## src/sv/stk_pkg.sv

```systemverilog
// ----------------------------------------------------------------------------
// stk_pkg
// Types, codes and the ranking compare shared by the sorted top-k insert block.
// ----------------------------------------------------------------------------
`timescale 1ns / 1ps
`default_nettype none

package stk_pkg;

  localparam int unsigned NamePartW = 40;
  localparam int unsigned NameParts = 4;
  localparam int unsigned NameW     = NamePartW * NameParts;
  localparam int unsigned NameMaxCh = NameW / 8;

  localparam logic [4:0] PLACED_NONE = 5'h1F;

  typedef enum logic {
    REQ_INSERT = 1'b0,
    REQ_READ   = 1'b1
  } req_e;

  typedef struct packed {
    logic [31:0]      points;
    logic [31:0]      ratio;
    logic [31:0]      play_time;
    logic [31:0]      date;
    logic [NameW-1:0] name;
  } rec_t;

  // Link between neighbouring cells.
  typedef struct packed {
    logic take;
    logic valid;
    rec_t rec;
  } link_t;

  // True when record a strictly outranks record b.
  function automatic logic outranks(rec_t a, rec_t b);
    logic res;
    if (a.points != b.points) begin
      res = a.points > b.points;
    end else if (a.ratio != b.ratio) begin
      res = a.ratio > b.ratio;
    end else if (a.play_time != b.play_time) begin
      res = a.play_time < b.play_time;
    end else if (a.date != b.date) begin
      res = a.date < b.date;
    end else begin
      res = 1'b0;
    end
    return res;
  endfunction

endpackage

`default_nettype wire

```

## src/sv/stk_cell.sv

```systemverilog
// ----------------------------------------------------------------------------
// stk_cell
// One table slot: compares the broadcast record with its own entry and
// either holds, takes the new record or takes its upper neighbour's entry.
// ----------------------------------------------------------------------------
`timescale 1ns / 1ps
`default_nettype none

module stk_cell #(
  parameter int unsigned NAME_BITS = 160
) (
  input  wire logic          clk_i,
  input  wire logic          rst_ni,
  input  wire logic          ins_en_i,
  input  wire stk_pkg::rec_t  new_rec_i,
  input  wire stk_pkg::link_t prev_i,
  output stk_pkg::link_t     link_o,
  output logic               placed_o
);
  import stk_pkg::*;

  logic                 valid_q, valid_d;
  logic [31:0]          points_q, ratio_q, time_q, date_q;
  logic [NAME_BITS-1:0] name_q;
  rec_t                 mine;
  rec_t                 load_rec;
  logic                 take;
  logic                 load_new;
  logic                 shift;

  always_comb begin
    mine           = '0;
    mine.points    = points_q;
    mine.ratio     = ratio_q;
    mine.play_time = time_q;
    mine.date      = date_q;
    mine.name      = NameW'(name_q);
  end

  // Slot at or below the insertion point; monotonic along the row.
  assign take     = !valid_q || outranks(new_rec_i, mine);
  assign load_new = ins_en_i && take && !prev_i.take;
  assign shift    = ins_en_i && prev_i.take;
  assign load_rec = shift ? prev_i.rec : new_rec_i;

  always_comb begin
    valid_d = valid_q;
    if (shift) begin
      valid_d = prev_i.valid;
    end else if (load_new) begin
      valid_d = 1'b1;
    end
  end

  always_ff @(posedge clk_i or negedge rst_ni) begin
    if (!rst_ni) begin
      valid_q <= 1'b0;
    end else begin
      valid_q <= valid_d;
    end
  end

  always_ff @(posedge clk_i) begin
    if (shift || load_new) begin
      points_q <= load_rec.points;
      ratio_q  <= load_rec.ratio;
      time_q   <= load_rec.play_time;
      date_q   <= load_rec.date;
      name_q   <= load_rec.name[NAME_BITS-1:0];
    end
  end

  assign link_o.take  = take;
  assign link_o.valid = valid_q;
  assign link_o.rec   = mine;
  assign placed_o     = load_new;

endmodule

`default_nettype wire

```

## config.mk

```make
export PLATFORM = sky130hd
export DESIGN_NAME = stk_cell
export DESIGN_NICKNAME = d
export VERILOG_FILES = /design/src/sv/stk_pkg.sv /design/src/sv/stk_cell.sv
export SDC_FILE = /design/constraint.sdc
export NUM_CORES = 1
export LEC_CHECK = 0
export BUFFER_PORTS_ARGS = -buffer_cell sky130_fd_sc_hd__buf_2
export CAP_MARGIN = 20
export CORE_AREA = 8 8 330 332
export DETAILED_ROUTE_END_ITERATION = 8
export DIE_AREA = 0 0 338 340
export GPL_ROUTABILITY_DRIVEN = 0
export SLEW_MARGIN = 20
export SYNTH_ARGS = -nofsm -noshare
export SYNTH_HDL_FRONTEND = slang
export SYNTH_SLANG_ARGS = --single-unit
```

## constraint.sdc

```tcl
create_clock -name clk_i -period 9.4 [get_ports clk_i]
set_clock_uncertainty 0.15 [all_clocks]
set_input_delay 2.82 -clock clk_i [delete_from_list [all_inputs] [get_ports clk_i]]
set_output_delay 2.82 -clock clk_i [all_outputs]
set_load 0.01 [all_outputs]
```

==> results.tsv <==
stage	metric	value	unit
run_status	outcome	completed	
synth	Cell variety after synth	47	
synth	Top FF cell, synth	edfxtp_1	
clock_tree	# Post-CTS Setup Buffers	0	
drt	top routing layer in use	met5	
final_layout	Area Overhead vs Synth	49.4	%
setup_path	CP Launch Type	input port	
clock_tree	Clock Latency Late Sink	0.57	ns
synth	Avg Inst Size Synth	14.3	um2
clock_tree	CTS Sinks	289	
synth	top post-synthesis cells by area	edfxtp_1, mux2_2, ha_1	
floorplanning	Die ar.	115000	um2
synth	Post-synth EDFFs	288	
drt	Iteration-0 DRC Markers	666	
final_layout	layout cell share with drive strength beyond 1	0.626	
synth	Synth Instances	1075	
clock_tree	CTS tree	done	
sta	Slew Limit Fails	0	
place	placed cell areas	21600	um2
sta	Final Hold Violating Endpoints	0	
floorplanning	DIE HEIGHT	340	um
synth	Syn Nets	1784	
flow_run	max cap viols	0	
global_routing	vias in the first global route	13379	
sta	Slew headroom	0.273	
clock_tree	clk slew on worst S/H paths	0.06	ns
global_routing	GRT Total Usage	0.129	
synth	post-synthesis async set-or-reset flop share	0.00346	
final_layout	Seq. cell area	8670	um2
setup_path	register-to-register setup slack	4.37	ns
setup_path	Critical Path End Type	output port	
drt	DRC Markers	0	
drt	WL final	79300	um
synth	sequential-to-total area share from yosys stat	0.564	
place	PortBufs	871	
drt	vias post-DR	12737	
global_routing	total congestion overflow	0	
clock_tree	Max Root-Sink Buffers	3	
floorplanning	Die Wd	338	um
sta	Fmax	118	MHz
place	dpl ws	0.794	ns
final_layout	Finished Cell Area	23000	um2
synth	share of the synthesized area in the top cell type	0.563	
sta	RSZ-0062 raised after global routing	no	
floorplanning	Ports	872	
clock_tree	Inserted Clock Buffers	38	
synth	Yosys reg bits	289	
final_layout	Multi-input gate area	6210	um2
sta	final worst setup slack	0.892	ns
drt	met2 WL	37900	um
power_and_ir_drop	peak supply drop	0.145	mV
global_routing	largest net degree at the start of global routing	123	
clock_tree	cts repair resizes	0	
setup_path	Setup CP Type	input port to output port	
setup_path	CP max FO	3	
global_routing	initial antenna violation count	81	
sta	Final period util	0.905	
clock_tree	H-tree levels	2	
final_layout	final core occ	0.221	
setup_path	Data arrival, critical path	5.54	ns
sta	Worst-Margin Slew	1.09	ns
final_layout	fill count	11301	
synth	YS warnings	0	
drt	drt first pass iters	5	
sta	Tmin final	8.51	ns
final_layout	Layout Nets	2676	
setup_path	Data required, critical path	6.43	ns
synth	Post-Syn Area	15400	um2
clock_tree	Root Buffer	clkbuf_16	
sta	Final setup violation count	0	
drt	drt wl/cell	23.3	um
drt	antenna-violating nets left	0	
place	DP Wirelength	68000	um
global_routing	first-pass GRT wire length	104000	um
clock_tree	Post-CTS Hold Fix Bufs	0	
drt	vias per inst	3.74	
floorplanning	Core Rows	119	
power_and_ir_drop	Leak	10.3	nW
floorplanning	Core Area	104000	um2
floorplanning	starting density of the core	0.148	
synth	leading area contributor after synthesis	edfxtp_1	
power_and_ir_drop	pwr dens	175	nW/um2
hold_path	worst min-delay path class	flop to flop	
drt	met3 wire len	9790	um
drt	Routed met1 length	28600	um
[critical path, stage by stage]
cell      delay [ns]
buf_2           0.11
ha_1            0.30
a21oi_1         0.15
nor2b_1         0.06
o21ai_0         0.56
nand3_1         0.23
a2111o_1        0.51
o311a_1         0.46
nor3_2          0.18
buf_2           0.15
[state kept, by name (all words and copies together), names as in the netlist]
signal	cells
name_q	160
date_q	32
points_q	32
ratio_q	32
time_q	32
valid_q	1
[stage by stage]
stage / cells / hold slack (ns) / total power, mW / setup TNS [ns]
3_5_place_dp: 3318 / 0.667 / 2.50 / 0
2_1_floorplan: 1075 / 0.385 / 2.08 / -26.19
5_1_grt: 3394 / 0.680 / 4.22 / 0
3_3_place_gp: 3318 / 0.669 / 2.49 / 0
6_report: 3405 / 0.660 / 4.02 / 0
4_1_cts: 3387 / 0.683 / 4.11 / 0
[logic make-up after synthesis]
logic type,share of synthesized area
and+or+nand+nor,0.0389
AOI/OAI and AO/OA,0.0406
muxes,0.211
DFF,0.564
buffers and inverters,0.0411
adders and majority gates,0.104
[cell usage in the layout (no fill, tap or decap), types with 2 or more instances in the layout]
cell type  synthesis  layout
o21ai_0           10      10
buf_12             0       2
ha_4               0      10
a211oi_1           6       6
clkbuf_16          0      39
and4_1             3       3
a2111o_1           2       2
nor4_1             3       3
a221oi_1           2       2
buf_2             10     871
a21o_1            12      12
mux2_2           288     288
clkinv_1           0       6
inv_6              0       2
ha_1             128     118
nand2_1           22      21
nand4_1           26      26
nor3_1             5       5
nand3_1           16      16
bufinv_16          0       7
clkbuf_8           0       2
o21ai_1            3       3
clkinv_2           0       4
clkbuf_1          22       8
a211o_1            3       3
edfxtp_1         288     288
nor2b_1            5       5
diode_2            0      18
a21oi_1           42      42
nor2_1            21      21
inv_1            129     129
buf_4              2      13
o31ai_1            2       2
[synth_stat cells (2+ instances only)]
cell type  instances
inv_1            129
buf_4              2
a221oi_1           2
nand4_1           26
clkbuf_1          22
nor4_1             3
edfxtp_1         288
a211o_1            3
nand3_1           16
mux2_2           288
nand2_1           22
nor2_1            21
ha_1             128
a211oi_1           6
nor2b_1            5
a2111oi_0          2
and4_1             3
a21o_1            12
a21oi_1           42
o21ai_2            2
o21ai_0           10
o31ai_1            2
a2111o_1           2
o21ai_1            3
buf_2             10
nor3_1             5
[routing by layer]
metal / global-route usage / up-vias
met5: 0 / -
met4: 0.0452 / 26
met3: 0.0554 / 177
met2: 0.218 / 695
met1: 0.145 / 5968
li1: - / 5871
[worst paths after layout]
kind | from | endpoint | depth (start not counted)
hold / removal | valid_q$_DFFE_PN0P_ | valid_q$_DFFE_PN0P_ | 1
setup reg to reg | date_q[29]$_DFFE_PP_ | date_q[15]$_DFFE_PP_ | 11
hold reg to reg | valid_q$_DFFE_PN0P_ | valid_q$_DFFE_PN0P_ | 1
setup / recovery | new_rec_i[189] | placed_o | 10
min in group asynchronous | rst_ni | valid_q$_DFFE_PN0P_ | 1
max in group asynchronous | rst_ni | valid_q$_DFFE_PN0P_ | 1
[layout make-up]
cell class                      instances  share of cell area
Timing Repair Buffer                  886               0.196
Tap cell                             1391              0.0758
Sequential cell                       289               0.378
Multi-Input combinational cell        623               0.270
Antenna cell                           18             0.00196
Inverter                              129              0.0211
Clock buffer                           49              0.0450
Clock inverter                         20              0.0121
[power by group]
| part | internal (mW) | switching [mW] |
|---|---|---|
| clock | 0.968 | 0.601 |
| combinational | 0.352 | 0.450 |
| sequential | 1.60 | 0.0552 |
| total | 2.92 | 1.11 |
Power figures use the tool's default switching activity.
